$ cat config.mk
export PLATFORM = sky130hd
export DESIGN_NAME = lru_key_value_cache
export DESIGN_NICKNAME = d
export VERILOG_FILES = /design/src/rtl/lkvc_pkg.sv /design/src/rtl/lkvc_ram.sv /design/src/rtl/lkvc_ctrl.sv /design/src/rtl/lkvc_datapath.sv /design/src/rtl/lru_key_value_cache.sv
export SDC_FILE = /design/constraint.sdc
export NUM_CORES = 2
export LEC_CHECK = 0
export BUFFER_PORTS_ARGS = -buffer_cell sky130_fd_sc_hd__buf_2
export CAP_MARGIN = 20
export CORE_ASPECT_RATIO = 0.9
export CORE_MARGIN = 4
export CORE_UTILIZATION = 52
export DETAILED_ROUTE_END_ITERATION = 8
export PLACE_DENSITY = 0.83
export SETUP_SLACK_MARGIN = 0.4
export SLEW_MARGIN = 15
export SYNTH_ARGS = -nofsm -noshare
export SYNTH_HDL_FRONTEND = slang
export SYNTH_HIERARCHICAL = 1
export SYNTH_SLANG_ARGS = --single-unit
export TNS_END_PERCENT = 5
$ cat constraint.sdc
create_clock -name aclk -period 6.55 [get_ports aclk]
set_clock_uncertainty 0.05 [all_clocks]
set_input_delay 1.6375 -clock aclk [delete_from_list [all_inputs] [get_ports aclk]]
set_output_delay 1.6375 -clock aclk [all_outputs]
set_load 0.02 [all_outputs]
$ cat src/rtl/lkvc_pkg.sv
`timescale 1ns / 1ps
// ----------------------------------------------------------------------------
// lkvc_pkg
// Shared types and constants for the LRU key/value cache.
// ----------------------------------------------------------------------------
package lkvc_pkg;

    localparam int KEY_W      = 32;
    localparam int VALUE_W    = 32;
    localparam int DATA_W     = 32;
    localparam int CAPACITY_W = 5;

    localparam logic [CAPACITY_W-1:0] CAPACITY_RESET = 5'd16;

    // returned on a get miss
    localparam logic [DATA_W-1:0] MISS_DATA = 32'hFFFF_FFFF;
    // returned by every put
    localparam logic [DATA_W-1:0] PUT_DATA  = 32'h0000_0000;

    // operation codes (func field)
    localparam logic FUNC_GET = 1'b0;
    localparam logic FUNC_PUT = 1'b1;

    // controller -> datapath commands
    typedef struct packed {
        logic load_in;   // capture the accepted word
        logic exec;      // lookup, LRU update, value RAM access
        logic load_out;  // move the result into the output register
    } lkvc_cmd_t;

endpackage

$ cat src/rtl/lkvc_ram.sv
`timescale 1ns / 1ps
// ----------------------------------------------------------------------------
// lkvc_ram
// Generic single-write, single-read RAM with registered read data.
// ----------------------------------------------------------------------------
module lkvc_ram #(
    parameter int WIDTH = 32,
    parameter int DEPTH = 16
) (
    input  logic                                  aclk,
    input  logic                                  we,
    input  logic [((DEPTH > 1) ? $clog2(DEPTH) : 1)-1:0] waddr,
    input  logic [WIDTH-1:0]                      wdata,
    input  logic                                  re,
    input  logic [((DEPTH > 1) ? $clog2(DEPTH) : 1)-1:0] raddr,
    output logic [WIDTH-1:0]                      rdata
);

    logic [WIDTH-1:0] mem_reg [DEPTH];
    logic [WIDTH-1:0] rdata_reg;

    always_ff @(posedge aclk) begin
        if (we) begin
            mem_reg[waddr] <= wdata;
        end
        if (re) begin
            rdata_reg <= mem_reg[raddr];
        end
    end

    assign rdata = rdata_reg;

endmodule

$ cat src/rtl/lkvc_ctrl.sv
`timescale 1ns / 1ps
// ----------------------------------------------------------------------------
// lkvc_ctrl
// Sequencer: capture, execute, respond; owns both handshakes.
// ----------------------------------------------------------------------------
module lkvc_ctrl (
    input  logic              aclk,
    input  logic              aresetn,
    input  logic              s_tvalid,
    output logic              s_tready,
    output logic              m_tvalid,
    input  logic              m_tready,
    output lkvc_pkg::lkvc_cmd_t cmd
);

    import lkvc_pkg::*;

    typedef enum logic [1:0] {
        ST_IDLE,
        ST_EXEC,
        ST_RESP
    } state_t;

    state_t state_reg, state_next;
    logic   m_valid_reg, m_valid_next;
    logic   out_free;
    logic   accept;

    assign out_free = !m_valid_reg || m_tready;
    assign s_tready = (state_reg == ST_IDLE) || ((state_reg == ST_RESP) && out_free);
    assign accept   = s_tvalid && s_tready;

    assign cmd.load_in  = accept;
    assign cmd.exec     = (state_reg == ST_EXEC);
    assign cmd.load_out = (state_reg == ST_RESP) && out_free;

    always_comb begin
        state_next = state_reg;
        case (state_reg)
            ST_IDLE: begin
                if (accept) state_next = ST_EXEC;
            end
            ST_EXEC: begin
                state_next = ST_RESP;
            end
            ST_RESP: begin
                if (out_free) state_next = accept ? ST_EXEC : ST_IDLE;
            end
            default: begin
                state_next = ST_IDLE;
            end
        endcase
    end

    always_comb begin
        if (cmd.load_out) begin
            m_valid_next = 1'b1;
        end else if (m_tready) begin
            m_valid_next = 1'b0;
        end else begin
            m_valid_next = m_valid_reg;
        end
    end

    always_ff @(posedge aclk) begin
        if (!aresetn) begin
            state_reg   <= ST_IDLE;
            m_valid_reg <= 1'b0;
        end else begin
            state_reg   <= state_next;
            m_valid_reg <= m_valid_next;
        end
    end

    assign m_tvalid = m_valid_reg;

endmodule

$ cat src/rtl/lkvc_datapath.sv
`timescale 1ns / 1ps
// ----------------------------------------------------------------------------
// lkvc_datapath
// Key tags, recency ranks, occupancy, value RAM and output register.
// ----------------------------------------------------------------------------
module lkvc_datapath #(
    parameter int ENTRIES = 16
) (
    input  logic                              aclk,
    input  logic                              aresetn,
    input  lkvc_pkg::lkvc_cmd_t               cmd,
    input  logic                              cfg_we,
    input  logic [lkvc_pkg::CAPACITY_W-1:0]   cfg_wdata,
    input  logic                              in_func,
    input  logic [lkvc_pkg::KEY_W-1:0]        in_key,
    input  logic [lkvc_pkg::VALUE_W-1:0]      in_value,
    output logic                              out_hit,
    output logic [lkvc_pkg::DATA_W-1:0]       out_data
);

    import lkvc_pkg::*;

    localparam int IDX_W = (ENTRIES > 1) ? $clog2(ENTRIES) : 1;
    localparam int OCC_W = $clog2(ENTRIES + 1);
    localparam int CMP_W = (OCC_W > CAPACITY_W) ? OCC_W : CAPACITY_W;

    // config
    logic [CAPACITY_W-1:0] capacity_reg;

    // captured word
    logic               func_in_reg;
    logic [KEY_W-1:0]   key_in_reg;
    logic [VALUE_W-1:0] value_in_reg;

    // tag store; rank 0 = most recent
    logic [KEY_W-1:0]   key_reg   [ENTRIES];
    logic [ENTRIES-1:0] valid_reg, valid_next;
    logic [IDX_W-1:0]   rank_reg  [ENTRIES];
    logic [IDX_W-1:0]   rank_next [ENTRIES];
    logic [OCC_W-1:0]   occ_reg, occ_next;

    // result of the execute step
    logic hit_q_reg;
    logic func_q_reg;

    // output register
    logic              out_hit_reg;
    logic [DATA_W-1:0] out_data_reg;

    logic [ENTRIES-1:0] match;
    logic [ENTRIES-1:0] old_match;
    logic [ENTRIES-1:0] kept;
    logic               hit;
    logic [IDX_W-1:0]   hit_idx;
    logic [IDX_W-1:0]   hit_rank;
    logic [IDX_W-1:0]   old_idx;
    logic [IDX_W-1:0]   free_idx;
    logic [IDX_W-1:0]   old_rank;
    logic [CMP_W-1:0]   cap_ext;
    logic [CMP_W-1:0]   eff_cap;
    logic               evict;
    logic               insert;
    logic [DATA_W-1:0]  ram_rdata;

    // effective capacity: zero acts as one, clipped to the entry count
    always_comb begin
        cap_ext = CMP_W'(capacity_reg);
        if (cap_ext == '0) begin
            eff_cap = CMP_W'(1);
        end else if (cap_ext > CMP_W'(ENTRIES)) begin
            eff_cap = CMP_W'(ENTRIES);
        end else begin
            eff_cap = cap_ext;
        end
    end

    // LRU entry carries rank occupancy-1
    assign old_rank = IDX_W'(occ_reg - OCC_W'(1));

    always_comb begin
        for (int i = 0; i < ENTRIES; i++) begin
            match[i]     = valid_reg[i] && (key_reg[i] == key_in_reg);
            old_match[i] = valid_reg[i] && (rank_reg[i] == old_rank);
        end
    end

    // lowest-numbered match wins
    always_comb begin
        hit     = 1'b0;
        hit_idx = '0;
        old_idx = '0;
        for (int i = ENTRIES - 1; i >= 0; i--) begin
            if (match[i]) begin
                hit     = 1'b1;
                hit_idx = IDX_W'(i);
            end
            if (old_match[i]) begin
                old_idx = IDX_W'(i);
            end
        end
    end

    assign hit_rank = rank_reg[hit_idx];
    assign insert   = (func_in_reg == FUNC_PUT) && !hit;
    assign evict    = insert && (CMP_W'(occ_reg) >= eff_cap);

    always_comb begin
        for (int i = 0; i < ENTRIES; i++) begin
            kept[i] = valid_reg[i] && !(evict && (IDX_W'(i) == old_idx));
        end
    end

    always_comb begin
        free_idx = '0;
        for (int i = ENTRIES - 1; i >= 0; i--) begin
            if (!kept[i]) free_idx = IDX_W'(i);
        end
    end

    // recency / valid / occupancy update
    always_comb begin
        valid_next = valid_reg;
        rank_next  = rank_reg;
        occ_next   = occ_reg;
        if (cmd.exec) begin
            if (hit) begin
                for (int i = 0; i < ENTRIES; i++) begin
                    if (valid_reg[i] && (IDX_W'(i) != hit_idx) && (rank_reg[i] < hit_rank)) begin
                        rank_next[i] = rank_reg[i] + IDX_W'(1);
                    end
                end
                rank_next[hit_idx] = '0;
            end else if (insert) begin
                for (int i = 0; i < ENTRIES; i++) begin
                    valid_next[i] = kept[i];
                    if (kept[i]) rank_next[i] = rank_reg[i] + IDX_W'(1);
                end
                valid_next[free_idx] = 1'b1;
                rank_next[free_idx]  = '0;
                occ_next = evict ? occ_reg : occ_reg + OCC_W'(1);
            end
        end
    end

    always_ff @(posedge aclk) begin
        if (!aresetn) begin
            capacity_reg <= CAPACITY_RESET;
            valid_reg    <= '0;
            occ_reg      <= '0;
            for (int i = 0; i < ENTRIES; i++) begin
                rank_reg[i] <= '0;
            end
        end else begin
            if (cfg_we) capacity_reg <= cfg_wdata;
            valid_reg <= valid_next;
            occ_reg   <= occ_next;
            rank_reg  <= rank_next;
        end
    end

    always_ff @(posedge aclk) begin
        if (cmd.load_in) begin
            func_in_reg  <= in_func;
            key_in_reg   <= in_key;
            value_in_reg <= in_value;
        end
        if (cmd.exec) begin
            hit_q_reg  <= hit;
            func_q_reg <= func_in_reg;
            if (insert) key_reg[free_idx] <= key_in_reg;
        end
        if (cmd.load_out) begin
            out_hit_reg <= hit_q_reg;
            if (func_q_reg == FUNC_PUT) begin
                out_data_reg <= PUT_DATA;
            end else if (hit_q_reg) begin
                out_data_reg <= ram_rdata;
            end else begin
                out_data_reg <= MISS_DATA;
            end
        end
    end

    lkvc_ram #(
        .WIDTH (VALUE_W),
        .DEPTH (ENTRIES)
    ) u_value_ram (
        .aclk  (aclk),
        .we    (cmd.exec && (func_in_reg == FUNC_PUT)),
        .waddr (hit ? hit_idx : free_idx),
        .wdata (value_in_reg),
        .re    (cmd.exec),
        .raddr (hit_idx),
        .rdata (ram_rdata)
    );

    assign out_hit  = out_hit_reg;
    assign out_data = out_data_reg;

endmodule

$ cat src/rtl/lru_key_value_cache.sv
`timescale 1ns / 1ps
// ----------------------------------------------------------------------------
// lru_key_value_cache
// Fully associative key/value cache with least-recently-used replacement.
// ----------------------------------------------------------------------------
// Flow: the input word is captured, then the execute step runs, then the
// registered read of the value RAM moves into the output register; the next
// word can be taken while a result is loaded into the output register.
// Reset (aresetn low, synchronous): cache empty, capacity = 16, no result
// pending. No clearing pass; valid bits live in flops.
// ----------------------------------------------------------------------------
module lru_key_value_cache #(
    parameter int ENTRIES = 16
) (
    input  logic        aclk,
    input  logic        aresetn,

    // capacity register, write only
    input  logic        cfg_we,
    input  logic [4:0]  cfg_wdata,

    // request stream
    input  logic        s_tvalid,
    output logic        s_tready,
    input  logic [63:0] s_tdata,   // [31:0] key, [63:32] value
    input  logic [0:0]  s_tuser,   // [0] func (0 get, 1 put)

    // result stream
    output logic        m_tvalid,
    input  logic        m_tready,
    output logic [31:0] m_tdata,   // [31:0] data
    output logic [0:0]  m_tuser    // [0] hit
);

    import lkvc_pkg::*;

    lkvc_cmd_t cmd;

    // Controller: IDLE takes a word; EXEC does the tag compare, rank
    // update and value RAM access; RESP loads the output register and
    // may take the next word in the same cycle. RESP holds while the
    // previous result has not been drained, so the RAM read data stays.
    lkvc_ctrl u_ctrl (
        .aclk     (aclk),
        .aresetn  (aresetn),
        .s_tvalid (s_tvalid),
        .s_tready (s_tready),
        .m_tvalid (m_tvalid),
        .m_tready (m_tready),
        .cmd      (cmd)
    );

    // Datapath: keys, ranks and valid bits in flops for the parallel
    // compare; values in a small RAM addressed by the hit or free slot.
    // The LRU victim is the valid entry whose rank is occupancy-1.
    lkvc_datapath #(
        .ENTRIES (ENTRIES)
    ) u_datapath (
        .aclk      (aclk),
        .aresetn   (aresetn),
        .cmd       (cmd),
        .cfg_we    (cfg_we),
        .cfg_wdata (cfg_wdata),
        .in_func   (s_tuser[0]),
        .in_key    (s_tdata[31:0]),
        .in_value  (s_tdata[63:32]),
        .out_hit   (m_tuser[0]),
        .out_data  (m_tdata)
    );

endmodule

==> run summary <==
Status -> finished, final reports clean
Average wire per standard cell -> 32.55 um
Post-detailed-route count of antenna-violating nets -> 0
CP arrival -> 6.92 ns
Worst-path clk slew -> 0.07 ns
Proportion of synthesized flip-flops having asynchronous set or reset -> 0%
Part of the total power dissipated in the clock network -> 42.8%
Combinational family with the most area after synthesis -> simple AND/OR/NAND/NOR gates
Total grt overflow -> 0
Floorplan die height -> 324.3 um
Routed vias/inst -> 6.889
Proportion of layout cells with a drive suffix above 1 -> 19.36%
Share of synthesized cell area in and, or, nand and nor gates -> 9.808%
Flop-to-flop setup slack -> 0.19 ns
Post-synthesis instance area -> 57810 um^2
Final Setup Violations -> 0
Period Utilization, post-route -> 97.17%
Core area -> 109800 um^2
Required arrival time at the worst endpoint -> 7.11 ns
Worst-case setup margin in the final layout -> 0.1852 ns
Seq/Total Area, Yosys -> 63.27%
Final number of max-transition violations -> 0
Peak fanout along the critical path -> 17
Synth top cells by count -> edfxtp_1, xor2_1, xnor2_1
Class of the tightest hold or removal check -> reg -> reg
Routability congestion estimate from global placement -> 1.010
CTS tree -> done
Largest cells by area after synthesis -> edfxtp_1, mux4_2, xor2_1
Unrepaired setup endpoints after global routing -> true
Synthesis-to-layout area growth -> 15.07%
Number of nets in the finished design -> 4495
Relative contribution of combinational cells to total power -> 5.5%
Compound-cell area share of the yosys netlist -> 7.664%
Flop and latch count out of synthesis -> 1249
Synthesized area divided by synthesized cell count -> 14.33 um^2
Worst Setup End Kind -> flip-flop
Static leakage -> 0.02192 uW
CTS Root Cell -> clkbuf_16
Crit start category -> flip-flop
Pre-CTS WS -> 0.1578 ns
Adder-cell share of the synthesized area -> 1.537%
Post-route total power -> 17230 uW
Fill cell count -> 7482
Clock sink total -> 1249
Starting DRC count in detailed routing -> 6286
Detailed-route via count -> 40730
I/O Buffers -> 109
Shortest clock period the worst path allows after layout -> 6.365 ns
DP Area -> 61900 um^2
Top-count cell post-synth -> edfxtp_1
WL final -> 192400 um
Synth area leader -> edfxtp_1
Relative max-transition margin -> 23.83%
Initial cell density of the core -> 52.66%
Detailed-router iteration count before antenna repair -> 6
Total die area -> 116600 um^2
Max rail drop VDD -> 0.4955 mV
Number of flops mapped to enable cells by yosys -> 1156
Overall global routing resource usage -> 31.85%
Number of antenna violations at the first check in global routing -> 4
Pin count of the biggest net entering global routing -> 132
Transition time at the pin with the least slew margin -> 1.143 ns
Number of H-tree levels -> 3
Worst-skew pair later-pin latency -> 0.76 ns
Sequential share of power -> 51.7%
Critical path class -> reg -> reg
Detail Placement HPWL -> 113900 um
Die span in x -> 359.5 um
Syn_nets -> 4180
Synth top area share -> 60.05%
Deepest clock path buffer count -> 3
Internal -> 13190 uW
Number of buffers added to fix hold violations after cts -> 0
Net switching power -> 4033 uW
Number of standard cells after synthesis -> 4034
Wire length of the first global-routing pass -> 276000 um
Number of max-capacitance violations reported -> 0
Share of the synthesized netlist area taken by xor and xnor gates -> 9.454%
I/O pin cnt -> 110
Number of buffers added by the clock tree synthesis step -> 118
Dominant register cell in the synthesized netlist -> edfxtp_1
Drc violations -> 0
Rows -> 115
Sw Ratio -> 23.41%
Number of failing hold endpoints at the final stage -> 0
Synth unique cells -> 125
Number of global-route vias before repair -> 39960
Share of cell area taken by muxes after synthesis -> 5.612%
Top achievable clock speed -> 157.1 MHz
Synth Warn # -> 6
Power per unit of standard cell area -> 259.0 nW/um^2
Finished layout cell area -> 66530 um^2
-- layout by cell type (no fill, tap or decap), types with 17 or more instances in the layout --
| cell type | n |
|---|---|
| buf_12 | 58 |
| nor4_1 | 139 |
| a21o_1 | 19 |
| clkinv_2 | 17 |
| mux4_2 | 128 |
| nand2b_1 | 34 |
| nor3_1 | 71 |
| clkbuf_16 | 120 |
| xnor3_1 | 20 |
| a21oi_1 | 128 |
| xor2_1 | 329 |
| bufinv_16 | 17 |
| and3_1 | 23 |
| o21ai_0 | 86 |
| clkbuf_1 | 21 |
| nor2_1 | 150 |
| ha_1 | 71 |
| buf_4 | 225 |
| dfxtp_1 | 93 |
| buf_2 | 109 |
| edfxtp_1 | 1156 |
| o211ai_1 | 34 |
| or3_1 | 17 |
| nand4_1 | 108 |
| a31oi_1 | 44 |
| nand2_1 | 199 |
| nand3_1 | 102 |
| inv_1 | 97 |
| o21a_1 | 25 |
| xnor2_1 | 228 |
| a211oi_1 | 32 |
| mux2i_1 | 26 |
| a22oi_1 | 69 |
-- cell families after synthesis --
family                   after synthesis
AO/OA/AOI/OAI                        621
XOR/XNOR                             584
adder cells (fa/ha/maj)               71
buffers and inverters                302
flip-flops                          1249
multiplexers                         163
AND/OR/NAND/NOR                     1044
-- worst max-delay path: stages (launching register included) --
cell	delay, ns
edfxtp_1	0.47
buf_4	0.32
xnor2_1	0.34
nand4_1	0.17
nor4_1	0.80
nand3_2	0.47
nand2_1	0.30
o311ai_1	0.15
buf_4	0.18
a211o_4	0.37
buf_4	0.18
o22ai_1	0.20
a21o_1	0.12
nand2b_1	0.08
o21a_1	0.12
o221ai_2	0.10
buf_4	0.33
ha_1	0.28
o211ai_1	0.24
a31oi_1	0.09
or4_1	0.60
o311ai_1	0.28
-- power by group through the flow --
| stage | registers [uW] | clock network [uW] | logic, uW |
|---|---|---|---|
| detailed placement | 9080 | 0 | 848 |
| global route | 8900 | 7750 | 983 |
| finish | 8900 | 7380 | 948 |
| floorplan | 9040 | 0 | 513 |
| global placement | 9070 | 0 | 827 |
| CTS | 8900 | 7380 | 902 |
-- per-stage QoR --
stage,hold slack (ns),instances,TNS (ns),util (%)
3_5_place_dp,0.4420,5659,0,56.38
3_3_place_gp,0.4366,5659,0,56.38
2_1_floorplan,0.4111,4034,-118.52,-
6_report,0.4500,5912,0,60.59
4_1_cts,0.4590,5903,0,60.36
5_1_grt,0.4895,5910,0,60.59
-- worst paths after layout --
path | startpoint | end | depth (start not counted)
max | u_datapath/key_in_reg[10] | u_datapath/rank_reg[38] | 21
min | u_datapath/cap_ext[0] | u_datapath/cap_ext[0] | 2
max reg2reg | u_datapath/key_in_reg[10] | u_datapath/rank_reg[38] | 21
min reg2reg | u_datapath/cap_ext[0] | u_datapath/cap_ext[0] | 2
-- repair_timing --
action | 4_1_cts | 5_1_grt
resized for setup | 10 | 40
endpoints found under the setup margin | 388 | 394
setup buffers | 25 | 6
pin swaps | 0 | 10
-- layout make-up --
cell class | count | area, um^2 | area share, %
Antenna cell | 2 | 5.005 | 0.007523
Clock buffer | 144 | 3123 | 4.694
Clock inverter | 75 | 970.9 | 1.459
Inverter | 98 | 367.9 | 0.5530
Multi-Input combinational cell | 2483 | 20180 | 30.33
Sequential cell | 1249 | 36580 | 54.98
Tap cell | 1462 | 1829 | 2.750
Timing Repair Buffer | 399 | 3477 | 5.227
-- routing by layer --
metal	part of all wire, %	vias up	wire (um)	global-route usage (%)
li1	-	16300	-	-
met1	34	19840	65810	41.28
met2	46	3759	88040	50.20
met3	14	820	26830	8.170
met4	6.1	6	11700	15.94
met5	0.018	-	34	0
Power figures use the tool's default switching activity.
